==> config.mk <==
export PLATFORM = sky130hd
export DESIGN_NAME = rc_frame_check_and_arming_unit
export DESIGN_NICKNAME = d
export VERILOG_FILES = /design/src/rtl/rcfca_pkg.sv /design/src/rtl/rcfca_cfg_regs.sv /design/src/rtl/rcfca_frame_parser.sv /design/src/rtl/rcfca_arming.sv /design/src/rtl/rc_frame_check_and_arming_unit.sv
export SDC_FILE = /design/constraint.sdc
export NUM_CORES = 1
export LEC_CHECK = 0
export BUFFER_PORTS_ARGS = -buffer_cell sky130_fd_sc_hd__buf_2
export CAP_MARGIN = 20
export CORE_UTILIZATION = 40
export DETAILED_ROUTE_END_ITERATION = 10
export HOLD_SLACK_MARGIN = 0.02
export PLACE_DENSITY = 0.54
export SLEW_MARGIN = 20
export SYNTH_ARGS = -nofsm -noshare
export SYNTH_HDL_FRONTEND = slang
export SYNTH_SLANG_ARGS = --single-unit
==> constraint.sdc <==
create_clock -name clk_i -period 7.4 [get_ports clk_i]
set_clock_uncertainty 0.2 [all_clocks]
set_input_delay 1.48 -clock clk_i [delete_from_list [all_inputs] [get_ports clk_i]]
set_output_delay 1.48 -clock clk_i [all_outputs]
set_load 0.005 [all_outputs]
==> src/rtl/rcfca_pkg.sv <==
`default_nettype none
// ----------------------------------------------------------------------------
// rcfca_pkg
// Shared types, codes and constants of the remote-control frame checker.
// ----------------------------------------------------------------------------
package rcfca_pkg;

  localparam int unsigned OutChannels = 8;
  localparam int unsigned ChanW       = 11;
  localparam int unsigned CntW        = 15;
  localparam int unsigned CfgIdxW     = 3;
  localparam int unsigned CfgDataW    = 15;

  localparam logic [7:0]        HDR_BYTE0 = 8'hAA;
  localparam logic [7:0]        HDR_BYTE1 = 8'hAF;
  localparam logic [ChanW-1:0]  CH_MIN    = 11'd1000;
  localparam logic [ChanW-1:0]  CH_MAX    = 11'd2000;
  localparam logic [CntW-1:0]   CNT_MAX   = 15'h7FFF;

  localparam logic [ChanW-1:0]  RST_ARM_LOW      = 11'd1150;
  localparam logic [ChanW-1:0]  RST_ARM_HIGH     = 11'd1800;
  localparam logic [7:0]        RST_HIGH_HOLD    = 8'd5;
  localparam logic [ChanW-1:0]  RST_DISARM_LEVEL = 11'd1200;
  localparam logic [ChanW-1:0]  RST_IDLE_LEVEL   = 11'd1020;
  localparam logic [CntW-1:0]   RST_IDLE_TIMEOUT = 15'd20000;

  typedef enum logic [CfgIdxW-1:0] {
    CFG_ARM_LOW      = 3'd0,
    CFG_ARM_HIGH     = 3'd1,
    CFG_HIGH_HOLD    = 3'd2,
    CFG_DISARM_LEVEL = 3'd3,
    CFG_IDLE_LEVEL   = 3'd4,
    CFG_IDLE_TIMEOUT = 3'd5
  } cfg_idx_e;

  typedef enum logic [2:0] {
    PH_WAIT_LOW     = 3'd0,
    PH_WAIT_HIGH    = 3'd1,
    PH_WAIT_RELEASE = 3'd2,
    PH_ARMED        = 3'd3,
    PH_EXIT         = 3'd4
  } phase_e;

  typedef enum logic [1:0] {
    LED_UNTOUCHED = 2'd0,
    LED_ON        = 2'd1,
    LED_FLASH     = 2'd2
  } led_e;

  typedef logic [ChanW-1:0] chan_t;

  typedef struct packed {
    logic [ChanW-1:0] arm_low;
    logic [ChanW-1:0] arm_high;
    logic [7:0]       high_hold;
    logic [ChanW-1:0] disarm_level;
    logic [ChanW-1:0] idle_level;
    logic [CntW-1:0]  idle_timeout;
  } cfg_t;

  typedef struct packed {
    logic                        done;
    logic                        ok;
    logic [OutChannels-1:0][ChanW-1:0] chan;
  } frm_t;

  typedef struct packed {
    logic   armed;
    phase_e phase;
    led_e   led;
  } arm_t;

  function automatic chan_t clamp_channel(input logic [15:0] v);
    chan_t r;
    if (v < 16'(CH_MIN)) begin
      r = CH_MIN;
    end else if (v > 16'(CH_MAX)) begin
      r = CH_MAX;
    end else begin
      r = v[ChanW-1:0];
    end
    return r;
  endfunction

endpackage
`default_nettype wire

==> src/rtl/rcfca_cfg_regs.sv <==
`default_nettype none
// ----------------------------------------------------------------------------
// rcfca_cfg_regs
// Configuration register file for arming thresholds and timeouts.
// ----------------------------------------------------------------------------
module rcfca_cfg_regs (
  input  wire logic                            clk_i,
  input  wire logic                            rst_ni,
  input  wire logic                            wr_en_i,
  input  wire logic [rcfca_pkg::CfgIdxW-1:0]   wr_idx_i,
  input  wire logic [rcfca_pkg::CfgDataW-1:0]  wr_data_i,
  output rcfca_pkg::cfg_t                      cfg_o
);

  rcfca_pkg::cfg_t cfg_q, cfg_d;

  always_comb begin
    cfg_d = cfg_q;
    if (wr_en_i) begin
      case (rcfca_pkg::cfg_idx_e'(wr_idx_i))
        rcfca_pkg::CFG_ARM_LOW:      cfg_d.arm_low      = wr_data_i[10:0];
        rcfca_pkg::CFG_ARM_HIGH:     cfg_d.arm_high     = wr_data_i[10:0];
        rcfca_pkg::CFG_HIGH_HOLD:    cfg_d.high_hold    = wr_data_i[7:0];
        rcfca_pkg::CFG_DISARM_LEVEL: cfg_d.disarm_level = wr_data_i[10:0];
        rcfca_pkg::CFG_IDLE_LEVEL:   cfg_d.idle_level   = wr_data_i[10:0];
        rcfca_pkg::CFG_IDLE_TIMEOUT: cfg_d.idle_timeout = wr_data_i;
        default: ;
      endcase
    end
  end

  always_ff @(posedge clk_i or negedge rst_ni) begin
    if (!rst_ni) begin
      cfg_q.arm_low      <= rcfca_pkg::RST_ARM_LOW;
      cfg_q.arm_high     <= rcfca_pkg::RST_ARM_HIGH;
      cfg_q.high_hold    <= rcfca_pkg::RST_HIGH_HOLD;
      cfg_q.disarm_level <= rcfca_pkg::RST_DISARM_LEVEL;
      cfg_q.idle_level   <= rcfca_pkg::RST_IDLE_LEVEL;
      cfg_q.idle_timeout <= rcfca_pkg::RST_IDLE_TIMEOUT;
    end else begin
      cfg_q <= cfg_d;
    end
  end

  assign cfg_o = cfg_q;

endmodule
`default_nettype wire

==> src/rtl/rcfca_frame_parser.sv <==
`default_nettype none
// ----------------------------------------------------------------------------
// rcfca_frame_parser
// Byte counter, checksum, header check and channel unpacking of one frame.
// ----------------------------------------------------------------------------
module rcfca_frame_parser #(
  parameter int unsigned FRAME_BYTES   = 32,
  parameter int unsigned CHANNEL_COUNT = 8
) (
  input  wire logic        clk_i,
  input  wire logic        rst_ni,
  input  wire logic        adv_i,
  input  wire logic [7:0]  rx_byte_i,
  input  wire logic        frame_start_i,
  output rcfca_pkg::frm_t  frm_o
);

  localparam int unsigned PosW    = $clog2(FRAME_BYTES);
  localparam int unsigned ChIdxW  = $clog2(CHANNEL_COUNT);
  localparam int unsigned ChanLo  = 4;
  localparam int unsigned ChanEnd = ChanLo + 2 * CHANNEL_COUNT;
  localparam logic [PosW-1:0] LastPos = PosW'(FRAME_BYTES - 1);

  logic [PosW-1:0] pos_q, pos_d, pos_eff, rel;
  logic [7:0]      sum_q, sum_d, sum_eff;
  logic            hdr_q, hdr_d, hdr_eff;
  logic [7:0]      hold_q, hold_d;
  logic            last, ok, in_chan, pend_we;
  logic [ChIdxW-1:0] pend_idx;
  rcfca_pkg::chan_t pend_q [CHANNEL_COUNT];
  rcfca_pkg::chan_t chan_q [rcfca_pkg::OutChannels];
  rcfca_pkg::chan_t chan_d [rcfca_pkg::OutChannels];

  assign pos_eff = frame_start_i ? '0 : pos_q;
  assign sum_eff = frame_start_i ? '0 : sum_q;
  assign hdr_eff = frame_start_i ? 1'b1 : hdr_q;
  assign last    = (pos_eff == LastPos);
  assign ok      = last && (rx_byte_i == sum_eff) && hdr_eff;
  assign rel     = pos_eff - PosW'(ChanLo);
  assign in_chan = (pos_eff >= PosW'(ChanLo)) && (pos_eff < PosW'(ChanEnd));
  assign pend_idx = rel[ChIdxW:1];
  assign pend_we  = adv_i && !last && in_chan && rel[0];

  always_comb begin
    pos_d  = pos_eff + PosW'(1);
    sum_d  = sum_eff + rx_byte_i;
    hdr_d  = hdr_eff;
    hold_d = hold_q;
    if (pos_eff == PosW'(0) && rx_byte_i != rcfca_pkg::HDR_BYTE0) begin
      hdr_d = 1'b0;
    end
    if (pos_eff == PosW'(1) && rx_byte_i != rcfca_pkg::HDR_BYTE1) begin
      hdr_d = 1'b0;
    end
    if (in_chan && !rel[0]) begin
      hold_d = rx_byte_i;
    end
    if (last) begin
      pos_d = '0;
      sum_d = '0;
      hdr_d = 1'b1;
    end
  end

  always_comb begin
    for (int i = 0; i < rcfca_pkg::OutChannels; i++) begin
      chan_d[i] = chan_q[i];
      if (i < CHANNEL_COUNT && ok) begin
        chan_d[i] = pend_q[i];
      end
    end
  end

  always_ff @(posedge clk_i or negedge rst_ni) begin
    if (!rst_ni) begin
      pos_q  <= '0;
      sum_q  <= '0;
      hdr_q  <= 1'b1;
      hold_q <= '0;
      for (int i = 0; i < rcfca_pkg::OutChannels; i++) begin
        chan_q[i] <= rcfca_pkg::CH_MIN;
      end
    end else if (adv_i) begin
      pos_q  <= pos_d;
      sum_q  <= sum_d;
      hdr_q  <= hdr_d;
      hold_q <= hold_d;
      for (int i = 0; i < rcfca_pkg::OutChannels; i++) begin
        chan_q[i] <= chan_d[i];
      end
    end
  end

  always_ff @(posedge clk_i) begin
    if (pend_we) begin
      pend_q[pend_idx] <= rcfca_pkg::clamp_channel({hold_q, rx_byte_i});
    end
  end

  always_comb begin
    frm_o.done = last;
    frm_o.ok   = ok;
    for (int i = 0; i < rcfca_pkg::OutChannels; i++) begin
      frm_o.chan[i] = chan_d[i];
    end
  end

  a_pos_range: assert property (@(posedge clk_i) disable iff (!rst_ni)
    pos_q <= LastPos)
    else $error("frame position beyond last byte");

  a_channel_range: assert property (@(posedge clk_i) disable iff (!rst_ni)
    chan_q[2] >= rcfca_pkg::CH_MIN && chan_q[2] <= rcfca_pkg::CH_MAX &&
    chan_q[3] >= rcfca_pkg::CH_MIN && chan_q[3] <= rcfca_pkg::CH_MAX)
    else $error("stick channel outside clamp range");

endmodule
`default_nettype wire

==> src/rtl/rcfca_arming.sv <==
`default_nettype none
// ----------------------------------------------------------------------------
// rcfca_arming
// Throttle and yaw stick arming state machine, one step per good frame.
// ----------------------------------------------------------------------------
module rcfca_arming (
  input  wire logic                clk_i,
  input  wire logic                rst_ni,
  input  wire logic                run_i,
  input  wire logic                lock_cleared_i,
  input  rcfca_pkg::chan_t         thr_i,
  input  rcfca_pkg::chan_t         yaw_i,
  input  rcfca_pkg::cfg_t          cfg_i,
  output rcfca_pkg::arm_t          arm_o
);

  rcfca_pkg::phase_e phase_q, phase_d, phase_eff;
  rcfca_pkg::led_e   led_q, led_d;
  logic              armed_q, armed_d, armed_eff;
  logic [rcfca_pkg::CntW-1:0] cnt_q, cnt_d, cnt_inc;
  logic              thr_low, thr_high, thr_idle, cnt_over_hold, idle_expired;

  assign armed_eff = lock_cleared_i ? 1'b0 : armed_q;
  assign phase_eff = (thr_i < cfg_i.disarm_level && yaw_i < cfg_i.disarm_level) ?
                     rcfca_pkg::PH_EXIT : phase_q;
  assign cnt_inc   = (cnt_q < rcfca_pkg::CNT_MAX) ? cnt_q + 15'd1 : cnt_q;
  assign thr_low   = thr_i < cfg_i.arm_low;
  assign thr_high  = thr_i > cfg_i.arm_high;
  assign thr_idle  = thr_i < cfg_i.idle_level;
  assign cnt_over_hold = cnt_inc > 15'(cfg_i.high_hold);
  assign idle_expired  = (cnt_q > cfg_i.idle_timeout) || (cnt_q == rcfca_pkg::CNT_MAX);

  // next state
  always_comb begin
    phase_d = phase_q;
    if (run_i) begin
      case (phase_eff)
        rcfca_pkg::PH_WAIT_LOW:
          phase_d = thr_low ? rcfca_pkg::PH_WAIT_HIGH : phase_eff;
        rcfca_pkg::PH_WAIT_HIGH:
          phase_d = (thr_high && cnt_over_hold) ? rcfca_pkg::PH_WAIT_RELEASE : phase_eff;
        rcfca_pkg::PH_WAIT_RELEASE:
          phase_d = thr_low ? rcfca_pkg::PH_ARMED : phase_eff;
        rcfca_pkg::PH_ARMED: begin
          if (thr_idle) begin
            phase_d = idle_expired ? rcfca_pkg::PH_EXIT : phase_eff;
          end else begin
            phase_d = armed_eff ? phase_eff : rcfca_pkg::PH_EXIT;
          end
        end
        rcfca_pkg::PH_EXIT:
          phase_d = rcfca_pkg::PH_WAIT_LOW;
        default:
          phase_d = rcfca_pkg::PH_EXIT;
      endcase
    end
  end

  // counter, flag and led
  always_comb begin
    cnt_d   = cnt_q;
    armed_d = armed_q;
    led_d   = led_q;
    if (run_i) begin
      armed_d = armed_eff;
      case (phase_eff)
        rcfca_pkg::PH_WAIT_HIGH: begin
          if (thr_high) begin
            cnt_d = cnt_over_hold ? '0 : cnt_inc;
          end
        end
        rcfca_pkg::PH_WAIT_RELEASE: begin
          if (thr_low) begin
            armed_d = 1'b1;
            led_d   = rcfca_pkg::LED_ON;
          end
        end
        rcfca_pkg::PH_ARMED: begin
          if (thr_idle) begin
            cnt_d = cnt_inc;
          end else if (armed_eff) begin
            cnt_d = '0;
          end
        end
        rcfca_pkg::PH_EXIT: begin
          cnt_d   = '0;
          armed_d = 1'b0;
          led_d   = rcfca_pkg::LED_FLASH;
        end
        default: ;
      endcase
    end
  end

  always_ff @(posedge clk_i or negedge rst_ni) begin
    if (!rst_ni) begin
      phase_q <= rcfca_pkg::PH_WAIT_LOW;
      led_q   <= rcfca_pkg::LED_UNTOUCHED;
      armed_q <= 1'b0;
      cnt_q   <= '0;
    end else begin
      phase_q <= phase_d;
      led_q   <= led_d;
      armed_q <= armed_d;
      cnt_q   <= cnt_d;
    end
  end

  assign arm_o.armed = armed_d;
  assign arm_o.phase = phase_d;
  assign arm_o.led   = led_d;

  a_armed_phase: assert property (@(posedge clk_i) disable iff (!rst_ni)
    armed_q |-> (phase_q == rcfca_pkg::PH_ARMED || phase_q == rcfca_pkg::PH_EXIT))
    else $error("armed outside armed or exiting phase");

  a_idle_count_clear: assert property (@(posedge clk_i) disable iff (!rst_ni)
    (phase_q == rcfca_pkg::PH_WAIT_LOW || phase_q == rcfca_pkg::PH_WAIT_RELEASE)
    |-> cnt_q == '0)
    else $error("frame counter not clear while waiting");

  a_led_on_entry: assert property (@(posedge clk_i) disable iff (!rst_ni)
    (led_q == rcfca_pkg::LED_ON && $past(led_q) != rcfca_pkg::LED_ON)
    |-> phase_q == rcfca_pkg::PH_ARMED)
    else $error("led switched on without arming");

endmodule
`default_nettype wire

==> src/rtl/rc_frame_check_and_arming_unit.sv <==
`default_nettype none
// ----------------------------------------------------------------------------
// rc_frame_check_and_arming_unit
// Remote-control frame checker, channel unpacker and stick arming unit.
// ----------------------------------------------------------------------------
// Throughput: one frame byte per cycle while the result register is not stalled.
// The result of a frame is valid once its last byte has passed the input
//   register and then the result register.
// A stalled result register holds the whole pipe; a byte is taken meanwhile
//   only while the result register is free or being drained.
// Reset clears all control state, channels to 1000, thresholds to defaults.
module rc_frame_check_and_arming_unit #(
  parameter int unsigned FRAME_BYTES   = 32,
  parameter int unsigned CHANNEL_COUNT = 8
) (
  input  wire logic                           clk_i,
  input  wire logic                           rst_ni,
  input  wire logic                           s_axis_tvalid,
  output wire logic                           s_axis_tready,
  input  wire logic [7:0]                     s_axis_tdata,   // [7:0] rx_byte
  input  wire logic [1:0]                     s_axis_tuser,   // [0] frame_start, [1] lock_cleared
  output wire logic                           m_axis_tvalid,
  input  wire logic                           m_axis_tready,
  // [10:0] roll, [21:11] pitch, [32:22] throttle, [43:33] yaw, [54:44] aux_one,
  // [65:55] aux_two, [76:66] aux_three, [87:77] aux_four, [88] armed,
  // [91:89] arm_phase, [93:92] led_mode, [95:94] zero
  output wire logic [95:0]                    m_axis_tdata,
  output wire logic                           m_axis_tuser,   // [0] frame_ok
  input  wire logic                           cfg_valid_i,
  output wire logic                           cfg_ready_o,
  input  wire logic [rcfca_pkg::CfgIdxW-1:0]  cfg_index_i,
  input  wire logic [rcfca_pkg::CfgDataW-1:0] cfg_data_i
);

  logic       en, adv;
  logic       in_valid_q;
  logic [7:0] in_byte_q;
  logic       in_start_q, in_lock_q;
  logic       out_valid_q, out_valid_d;
  logic       out_ok_q;
  logic [95:0] out_data_q, out_data_d;

  rcfca_pkg::cfg_t cfg;
  rcfca_pkg::frm_t frm;
  rcfca_pkg::arm_t arm;

  assign en  = !out_valid_q || m_axis_tready;
  assign adv = in_valid_q && en;

  assign s_axis_tready = en;
  assign cfg_ready_o   = 1'b1;

  rcfca_cfg_regs u_cfg (
    .clk_i     (clk_i),
    .rst_ni    (rst_ni),
    .wr_en_i   (cfg_valid_i),
    .wr_idx_i  (cfg_index_i),
    .wr_data_i (cfg_data_i),
    .cfg_o     (cfg)
  );

  rcfca_frame_parser #(
    .FRAME_BYTES   (FRAME_BYTES),
    .CHANNEL_COUNT (CHANNEL_COUNT)
  ) u_parser (
    .clk_i         (clk_i),
    .rst_ni        (rst_ni),
    .adv_i         (adv),
    .rx_byte_i     (in_byte_q),
    .frame_start_i (in_start_q),
    .frm_o         (frm)
  );

  rcfca_arming u_arming (
    .clk_i          (clk_i),
    .rst_ni         (rst_ni),
    .run_i          (adv && frm.done && frm.ok),
    .lock_cleared_i (in_lock_q),
    .thr_i          (frm.chan[2]),
    .yaw_i          (frm.chan[3]),
    .cfg_i          (cfg),
    .arm_o          (arm)
  );

  always_comb begin
    out_data_d = '0;
    for (int i = 0; i < rcfca_pkg::OutChannels; i++) begin
      out_data_d[i*rcfca_pkg::ChanW +: rcfca_pkg::ChanW] = frm.chan[i];
    end
    out_data_d[88]    = arm.armed;
    out_data_d[91:89] = arm.phase;
    out_data_d[93:92] = arm.led;
    out_valid_d       = in_valid_q && frm.done;
  end

  always_ff @(posedge clk_i or negedge rst_ni) begin
    if (!rst_ni) begin
      in_valid_q  <= 1'b0;
      out_valid_q <= 1'b0;
    end else if (en) begin
      in_valid_q  <= s_axis_tvalid;
      out_valid_q <= out_valid_d;
    end
  end

  always_ff @(posedge clk_i) begin
    if (en) begin
      in_byte_q  <= s_axis_tdata;
      in_start_q <= s_axis_tuser[0];
      in_lock_q  <= s_axis_tuser[1];
      if (out_valid_d) begin
        out_ok_q   <= frm.ok;
        out_data_q <= out_data_d;
      end
    end
  end

  assign m_axis_tvalid = out_valid_q;
  assign m_axis_tdata  = out_data_q;
  assign m_axis_tuser  = out_ok_q;

  a_result_from_last: assert property (@(posedge clk_i) disable iff (!rst_ni)
    (en && in_valid_q && frm.done) |=> out_valid_q)
    else $error("last byte gave no result");

endmodule
`default_nettype wire

==> results.json, run 1 <==
{
  "grt_max_degree": 88,
  "synth_common_cells": "348 x nand2_1, 193 x edfxtp_1, 125 x mux2_2",
  "grt_first_pass_wirelength_mm": 68.30,
  "drive_above_1_share": 0.2748,
  "cts_tree": "built",
  "cts_sinks": 393,
  "hold_viol_final": 0,
  "clock.fmax_mhz": 151.2,
  "required_ns": 7.66,
  "synth-main-ff-cell": "edfxtp_1",
  "ys_types": 70,
  "leakage_nw": 8.561,
  "power.share.sequential": 0.475,
  "power_mw": 5.328,
  "ir_drop_mv": 0.1515,
  "htree_levels": 2,
  "hpwl_mm": 28.71,
  "drt-pass1-iter-count": 5,
  "hold_path.class": "register to register",
  "yosys-top-cells-area": "edfxtp_1 33%, dfrtp_1 17%, dfstp_2 12%",
  "die_w_um": 212.4,
  "synthCells": 1482,
  "synth_edf_count": 193,
  "cts.path.max_buffers": 3,
  "comb_power_share": 0.100,
  "async_flop_share": 0.5089,
  "coreArea_mm2": 0.04336,
  "grt-ovfl-total": 0,
  "routed_wl_mm": 43.73,
  "nFillCells": 3981,
  "critPathLaunchType": "register",
  "p_sw_frac": 0.2485,
  "path_clk_slew_ns": 0.06,
  "status": "finished, final reports clean",
  "syn-cell-area_mm2": 0.01771,
  "io_buffer_count": 129,
  "synth.avg_cell_area_um2": 11.95,
  "rsz0062_at_grt": "no",
  "cts_setup_buffers": 0,
  "endpoint_kind": "register",
  "cp_max_fo": 41,
  "maxSlewViolCount": 0,
  "fin_cells": 2241,
  "fp-row-count": 76,
  "synth_top_area_frac": 0.3272,
  "synth_most_common_cell": "nand2_1",
  "via_per_inst": 5.174,
  "fin_hold_ws_ns": 0.2543,
  "fin_nets": 1740,
  "tightest_slew_ns": 1.073,
  "grt_pass1_vias": 11500,
  "ys_ff_latch": 393,
  "seq_area_frac_synth": 0.6153,
  "num_antenna_cells": 0,
  "power_frac_clock": 0.425,
  "drv_cap": 0,
  "power.density_mw_per_mm2": 258.9,
  "grt_use_total": 0.2002,
  "relSlewSlack": 0.2847,
  "period_minus_slack_ns": 6.615,
  "initial_core_util": 0.4085,
  "setup_viol_count_final": 0,
  "place_congestion": 0.7970,
  "cts_made_buffers": 44,
  "vias": 11600,
  "fin_crit_sh": 0.8939,
  "routedWlPerCell_um": 19.51,
  "critPathKind": "register to register",
  "route.detailed.drc": 0,
  "yosysTopAreaCell": "edfxtp_1",
  "antenna_found_initial": 1,
  "dieArea_mm2": 0.04513,
  "die_y_um": 212.4,
  "drtIter0Drc": 696,
  "top_level_ports": 133,
  "ctsResizeCount": 0,
  "cts-root-buf": "clkbuf_16",
  "placed_cells": 2159,
  "p_sw_mw": 1.324,
  "internal-power_mw": 4.004,
  "hold_buffers": 0,
  "insertion_delay_ns": 0.58,
  "ant_nets": 0,
  "crit_arrival_ns": 6.88,
  "finalSetupTns_ns": 0,
  "fin_util": 0.4746,
  "areaGrowthSynthToFinish_pct": 16.18,
  "yosysWarnings": 0
}
## cell type report
type | instances | area [µm²] | share of cell area
sequential | 393 | 10900 | 0.5296
clock buffer | 61 | 1256 | 0.06104
multi-input combinational | 947 | 6310 | 0.3066
clock inverter | 21 | 256.5 | 0.01246
tap | 585 | 732.0 | 0.03557
inverter | 86 | 325.3 | 0.01581
timing repair buffer | 148 | 800.8 | 0.03891
## cells by family after synthesis
| logic type | synth area share |
|---|---|
| xor+xnor | 0.006428 |
| compound gates | 0.07325 |
| buf+inv | 0.03179 |
| flops | 0.6153 |
| other cells | 0.0004240 |
| fa+ha+maj | 0.06188 |
| simple gates | 0.1309 |
| mux | 0.08003 |
## cell usage in the layout (no fill, tap or decap), types with 9 or more instances in the layout
cell type / count
inv_1: 85
nor2b_1: 17
xnor2_1: 9
nand4_1: 19
buf_4: 18
a21o_1: 15
dfstp_2: 79
nand2_1: 347
nand3_1: 25
clkbuf_16: 45
o21ai_0: 58
dfrtp_1: 121
a21oi_1: 40
edfxtp_1: 193
clkbuf_1: 9
nor2_1: 30
nor3_1: 21
mux2_2: 125
ha_1: 86
buf_2: 128
## through the flow
step / setup WS, ns / cell area, µm²
floorplan: 1.066 / 17720
CTS: 0.8398 / 20570
detailed placement: 0.8698 / 19060
global placement: 1.087 / 19050
finish: 0.7855 / 20580
global route: 0.3329 / 20580
## worst paths after layout
check                                       to  cells after the start  slack [ns]                start
setup reg to reg             u_arming.cnt_q[3]                     17        0.79           in_start_q
min in group asynchronous      u_cfg.cfg_o[46]                      1        0.77               rst_ni
max in group asynchronous  u_parser.chan_q[55]                      2        4.85               rst_ni
hold reg to reg            u_parser.chan_q[73]                      2        0.25  u_parser.chan_q[73]
hold / removal             u_parser.chan_q[73]                      2        0.25  u_parser.chan_q[73]
setup / recovery             u_arming.cnt_q[3]                     17        0.79           in_start_q
## flip-flops by register name, indices dropped and copies added (netlist names), 3 cells and up
| signal | flops |
|---|---|
| u_parser.pos_q | 5 |
| u_cfg.cfg_o | 67 |
| u_parser.sum_q | 8 |
| u_arming.phase_q | 3 |
| u_parser.hold_q | 8 |
| in_byte_q | 8 |
| u_parser.pend_q | 88 |
| m_axis_tdata | 94 |
| u_arming.cnt_q | 15 |
| u_parser.chan_q | 88 |
## critical path, cell delays in order (launching register included)
cell	delay [ns]
edfxtp_1	0.71
nor2b_1	0.39
ha_1	0.25
and3_1	0.16
ha_1	0.15
buf_4	0.18
and4b_1	0.27
o21a_4	0.54
mux2_2	0.48
ha_1	0.31
nand4_1	0.17
nor3_1	0.10
or4_1	0.39
or4_1	0.50
a221oi_2	0.70
a311o_1	0.51
a21boi_0	0.17
a31o_2	0.25
## power by group through the flow
stage / registers, mW / logic [mW] / clock network, mW
4_1_cts: 2.53 / 0.542 / 2.33
3_3_place_gp: 2.57 / 0.530 / 0
5_1_grt: 2.55 / 0.603 / 2.41
6_report: 2.53 / 0.534 / 2.26
2_1_floorplan: 2.54 / 0.349 / 0
3_5_place_dp: 2.57 / 0.537 / 0
## routing by layer
metal	share of wire	up-vias	global-route usage
met1	0.48	5741	0.2936
met5	0	-	0
li1	-	5512	-
met2	0.45	273	0.3014
met4	0.028	0	0.07120
met3	0.045	69	0.02880
No activity file was read; power rests on OpenSTA's default activity.
==> run 2, diff against run 1 <==
==> constraint.sdc (replaced) <==
create_clock -name clk_i -period 7.4 [get_ports clk_i]
set_clock_uncertainty 0.2 [all_clocks]
set_input_delay 1.11 -clock clk_i [delete_from_list [all_inputs] [get_ports clk_i]]
set_output_delay 1.11 -clock clk_i [all_outputs]
set_load 0.005 [all_outputs]
==> run 2 against run 1 <==
  * First-iteration DRC count is 1.3% higher
  * Cell count is 0.13% higher
  * Critical path depth is 1 higher
  * Worst setup slack better by 0.16 ns
  * Flip-flop and latch count stayed put
  * Design area is 0.33% higher
  * Utilization is 0.16 points higher
  * Clock power is 4% higher
  * Critical path type unchanged
  * Critical endpoint is now u_arming.cnt_q[4]
  * Largest cell class unchanged
  * Largest power group unchanged
==> results.json, run 2 (same netlist as run 1, synthesis figures left out) <==
{
  "nFillCells": 3975,
  "fin_crit_sh": 0.8721,
  "r2r_start": "in_start_q",
  "cts.path.max_buffers": 3,
  "initial_core_util": 0.4085,
  "largest_reg_flops": 94,
  "areaGrowthSynthToFinish_pct": 16.57,
  "dieArea_mm2": 0.04513,
  "status": "finished, final reports clean",
  "p_sw_frac": 0.2411,
  "power_frac_clock": 0.433,
  "power_mw": 5.409,
  "maxSlewViolCount": 0,
  "fin_cells": 2244,
  "drive_above_1_share": 0.2762,
  "critPathLaunchType": "register",
  "final_common_cell": "nand2_1",
  "comb_power_share": 0.099,
  "ant_nets": 0,
  "leakage_nw": 8.600,
  "hold_viol_final": 0,
  "cp_max_fo": 50,
  "ctsResizeCount": 0,
  "grt_pass1_vias": 11550,
  "grtUsageMet3": 0.02762,
  "grt-ovfl-total": 0,
  "cts-root-buf": "clkbuf_16",
  "cts_setup_buffers": 0,
  "period_minus_slack_ns": 6.453,
  "internal-power_mw": 4.105,
  "grt_use_total": 0.1995,
  "power.density_mw_per_mm2": 262.0,
  "clock.fmax_mhz": 155.0,
  "relSlewSlack": 0.2824,
  "top_level_ports": 133,
  "grtUsageMet2": 0.3097,
  "drt-pass1-iter-count": 5,
  "grt_first_pass_wirelength_mm": 68.14,
  "route.detailed.drc": 0,
  "design_area_mm2": 0.02065,
  "routedWlPerCell_um": 19.48,
  "place_congestion": 0.8088,
  "drtIter0Drc": 705,
  "die_y_um": 212.4,
  "rsz0062_at_grt": "no",
  "setup_viol_count_final": 0,
  "power.share.sequential": 0.468,
  "p_sw_mw": 1.304,
  "mostFrequentLayoutCells": "347 x nand2_1, 193 x edfxtp_1, 128 x buf_2",
  "ir_drop_mv": 0.1489,
  "hold_path.class": "register to register",
  "vias": 11570,
  "cts_sinks": 393,
  "min_from": "u_parser.chan_q[74]",
  "required_ns": 7.69,
  "htree_levels": 2,
  "top_usage_layer": "met2",
  "placed_cells": 2161,
  "hpwl_mm": 28.92,
  "finalSetupTns_ns": 0,
  "cts_tree": "built",
  "crit_path_start": "in_start_q",
  "endpoint_kind": "register",
  "fp-row-count": 76,
  "cts_made_buffers": 44,
  "via_per_inst": 5.154,
  "die_w_um": 212.4,
  "tightest_slew_ns": 1.072,
  "regArea_mm2": 0.01090,
  "insertion_delay_ns": 0.57,
  "grt_max_degree": 83,
  "hold_buffers": 0,
  "fin_nets": 1743,
  "fin_hold_ws_ns": 0.2556,
  "dpl_cell_area_mm2": 0.01907,
  "path_clk_slew_ns": 0.06,
  "crit_arrival_ns": 6.74,
  "routed_wl_mm": 43.70,
  "drv_cap": 0,
  "antenna_found_initial": 0,
  "grt_util_met1": 0.2901,
  "coreArea_mm2": 0.04336,
  "io_buffer_count": 129,
  "multi_input_area_mm2": 0.006307,
  "critPathKind": "register to register"
}
==> run 2: changes by cell type in the layout (fill, tap and decap cells not counted), moves of 2 or more <==
cell / previous run / this run
bufinv_16: 4 / 9
buf_4: 18 / 21
clkinv_2: 5 / 10
inv_16: 2 / 0
clkbuf_1: 9 / 6
clkbuf_8: 8 / 2
==> run 2: per-layer routing <==
| layer | wire, µm | vias up |
|---|---|---|
| li1 | - | 5506 |
| met4 | 961 | 0 |
| met1 | 21100 | 5770 |
| met3 | 1778 | 63 |
| met2 | 19860 | 227 |
| met5 | 0 | - |
==> run 2: path summary, 6_finish.rpt <==
check	depth (start not counted)	slack, ns	endpoint
max	18	0.95	u_arming.cnt_q[4]
min in group asynchronous	1	0.35	u_cfg.cfg_o[49]
max in group asynchronous	2	5.36	u_parser.chan_q[65]
min reg2reg	2	0.26	u_parser.chan_q[74]
max reg2reg	18	0.95	u_arming.cnt_q[4]
min	2	0.26	u_parser.chan_q[74]
==> run 2: worst max-delay path: stages (launching register included) <==
cell and delay, ns:
edfxtp_1 0.56, nor2b_1 0.33, ha_1 0.25, and3_1 0.16, ha_1 0.14, buf_4 0.18, and4b_1 0.26, o21a_4 0.62
mux2_2 0.48, ha_1 0.32, nand4_1 0.17, nor3_1 0.10, or4_1 0.38, or4_1 0.51, a221oi_2 0.23, buf_4 0.23
a311oi_1 0.12, nor2_1 0.79, a31o_2 0.28
==> run 2: metrics by stage <==
stage	setup slack, ns	util
finish	0.9465	0.4762
global route	0.6322	0.4761
CTS	1.039	0.4758
detailed placement	1.096	0.4399
global placement	1.313	0.4398
floorplan	1.251	-
==> run 2: cell type report <==
class,count,area share
Inverter,86,0.01575
Sequential cell,393,0.5278
Multi-Input combinational cell,947,0.3055
Clock inverter,29,0.01921
Antenna cell,1,0.0001212
Timing Repair Buffer,151,0.03987
Tap cell,585,0.03545
Clock buffer,52,0.05629
==> run 2: power groups by stage <==
| stage | sequential [mW] | clock (mW) | combinational (mW) |
|---|---|---|---|
| 2_1_floorplan | 2.54 | 0 | 0.349 |
| 6_report | 2.53 | 2.34 | 0.535 |
| 3_3_place_gp | 2.57 | 0 | 0.533 |
| 3_5_place_dp | 2.57 | 0 | 0.538 |
| 5_1_grt | 2.55 | 2.49 | 0.605 |
| 4_1_cts | 2.53 | 2.40 | 0.545 |
==> run 3, diff against run 2 <==
CORE_UTILIZATION = 45   (was 40)
PLACE_DENSITY = 0.6   (was 0.54)
==> run 3 against run 2 <==
  * Combinational power barely moved
  * Fmax fell by 0.78%
  * Register-to-register slack got worse by 0.05 ns
  * Design area fell by 1.2%
  * Utilization rose by 5.1 points
  * Die area fell by 11%
  * Global-route usage rose by 1.5 points
  * Sequential power barely moved
  * Clock-buffer cell count rose by 13
  * Cell count fell by 3.3%
  * Flip-flop and latch count did not move
  * First-iteration DRC count rose by 3.5%
  * Critical endpoint is now u_arming.cnt_q[13]
==> results.json, run 3 (same netlist as run 1, synthesis figures left out) <==
{
  "status": "finished, final reports clean",
  "drt-pass1-iter-count": 7,
  "fin_util": 0.5267,
  "drv_cap": 0,
  "cts_sinks": 393,
  "p_sw_frac": 0.2448,
  "fin_hold_ws_ns": 0.2550,
  "required_ns": 7.70,
  "route.detailed.drc": 0,
  "path_clk_slew_ns": 0.06,
  "cts_tree": "built",
  "htree_levels": 2,
  "hold_viol_final": 0,
  "mostFrequentLayoutCells": "347 x nand2_1, 193 x edfxtp_1, 128 x buf_2",
  "period_minus_slack_ns": 6.504,
  "critPathKind": "register to register",
  "grt_max_degree": 89,
  "crit_slowest_cell": "nor2_1",
  "maxSlewViolCount": 0,
  "relSlewSlack": 0.2954,
  "fin_nets": 1738,
  "place_congestion": 0.8523,
  "initial_core_util": 0.4573,
  "rsz0062_at_grt": "no",
  "die_w_um": 200.4,
  "fp-row-count": 72,
  "internal-power_mw": 3.945,
  "dpl_cell_area_mm2": 0.01897,
  "grt_pass1_vias": 11570,
  "routed_wl_mm": 42.50,
  "path_buf_inv": 1,
  "num_antenna_cells": 0,
  "power.density_mw_per_mm2": 256.1,
  "tightest_slew_ns": 1.057,
  "leakage_nw": 8.520,
  "comb_power_share": 0.102,
  "hold_depth": 2,
  "ctsResizeCount": 0,
  "areaGrowthSynthToFinish_pct": 15.19,
  "routedWlPerCell_um": 19.58,
  "hpwl_mm": 27.70,
  "r2r.worst_path.cells": 17,
  "crit_chain": "nor2b_1 -> ha_1 -> and3_1 -> ha_1 -> and4b_1 -> o21a_4 -> mux2_2 -> ha_1 -> nand4_1 -> nor3_1 -> or4_1 -> or4_1 -> a221oi_2 -> buf_4 -> a311oi_1 -> nor2_1 -> a32o_1",
  "insertion_delay_ns": 0.56,
  "crit_path_start": "in_start_q",
  "top_level_ports": 133,
  "slowest_delay_ns": 0.73,
  "grt-ovfl-total": 0,
  "cts_made_buffers": 42,
  "coreArea_mm2": 0.03874,
  "largest_reg_flops": 94,
  "critPathMostFrequentCell": "ha_1",
  "die_y_um": 200.4,
  "via_per_inst": 5.361,
  "holdPathEnd": "u_parser.chan_q[49]",
  "cts_setup_buffers": 0,
  "crit_arrival_ns": 6.81,
  "vias": 11630,
  "dieArea_mm2": 0.04016,
  "p_sw_mw": 1.279,
  "ir_drop_mv": 0.2212,
  "critPathLaunchType": "register",
  "ant_nets": 0,
  "antenna_found_initial": 0,
  "endpoint_kind": "register",
  "io_buffer_count": 129,
  "grt_first_pass_wirelength_mm": 66.53,
  "min_from": "u_parser.chan_q[49]",
  "cts.path.max_buffers": 3,
  "setup_viol_count_final": 0,
  "power_frac_clock": 0.413,
  "design_area_mm2": 0.02040,
  "finalSetupTns_ns": 0,
  "power.share.sequential": 0.485,
  "reg2reg_setup_slack_ns": 0.90,
  "fin_crit_sh": 0.8790,
  "grt_use_total": 0.2149,
  "drtIter0Drc": 730,
  "cp_top_family": "simple AND/OR/NAND/NOR gates",
  "drive_above_1_share": 0.2706,
  "cts-root-buf": "clkbuf_16",
  "final_common_cell": "nand2_1",
  "hold_path.class": "register to register",
  "cp_max_fo": 47,
  "clock.fmax_mhz": 153.7,
  "hold_buffers": 0,
  "r2r-end": "u_arming.cnt_q[13]",
  "r2r_start": "in_start_q"
}
[run 3: cell count changes in the layout (fill, tap and decap cells not counted), moves of 3 or more]
cell | before | now
clkbuf_1 | 6 | 13
clkbuf_8 | 2 | 9
bufinv_16 | 9 | 3
clkinv_2 | 10 | 4
buf_4 | 21 | 18
clkinvlp_4 | 3 | 0
[run 3: area by class of cell]
| type | count | area, µm² |
|---|---|---|
| fill | 3416 | 18330 |
| sequential | 393 | 10900 |
| multi-input combinational | 947 | 6309 |
| clock buffer | 65 | 1260 |
| timing repair buffer | 148 | 800.8 |
| tap | 518 | 648.1 |
| inverter | 86 | 325.3 |
| clock inverter | 13 | 161.4 |
[run 3: worst max-delay path by stage]
stage | end | slack [ns] | depth (start not counted)
finish | u_arming.cnt_q[13] | 0.90 | 17
global route | u_arming.cnt_q[11] | 0.43 | 17
CTS | u_arming.cnt_q[13] | 0.94 | 17
detailed placement | u_arming.cnt_q[10] | 0.94 | 17
global placement | u_arming.cnt_q[13] | 1.20 | 17
floorplan | u_arming.cnt_q[13] | 1.25 | 21
[run 3: stage by stage]
step                      setup WS [ns]  power, mW  cells
final                            0.8955      5.224   2170
after global routing             0.4267      5.428   2170
after CTS                        0.9372      5.269   2170
after detailed placement         0.9403      3.104   2092
after global placement            1.201      3.087   2092
after floorplan                   1.251      2.892   1483
[run 3: worst register-to-register path, delay by kind of cell, from the launching register on]
kind / cells / cell delay, ns
AO/OA/AOI/OAI: 4 / 1.24
flip-flops: 1 / 0.53
multiplexers: 1 / 0.52
AND/OR/NAND/NOR: 8 / 2.70
adder cells (fa/ha/maj): 3 / 1.00
buffers and inverters: 1 / 0.24
[run 3: power groups by stage]
stage	clock, mW	combinational, mW	sequential, mW
6_report	2.16	0.534	2.53
5_1_grt	2.28	0.598	2.55
4_1_cts	2.20	0.537	2.53
3_5_place_dp	0	0.533	2.57
3_3_place_gp	0	0.520	2.57
2_1_floorplan	0	0.349	2.54
[run 3: layer usage]
metal	routed length, µm	vias to the layer above	global-route usage
met4	1136	0	0.07361
met2	19290	305	0.3374
met3	1898	80	0.03043
met5	0	-	0
li1	-	5486	-
met1	20180	5763	0.3065
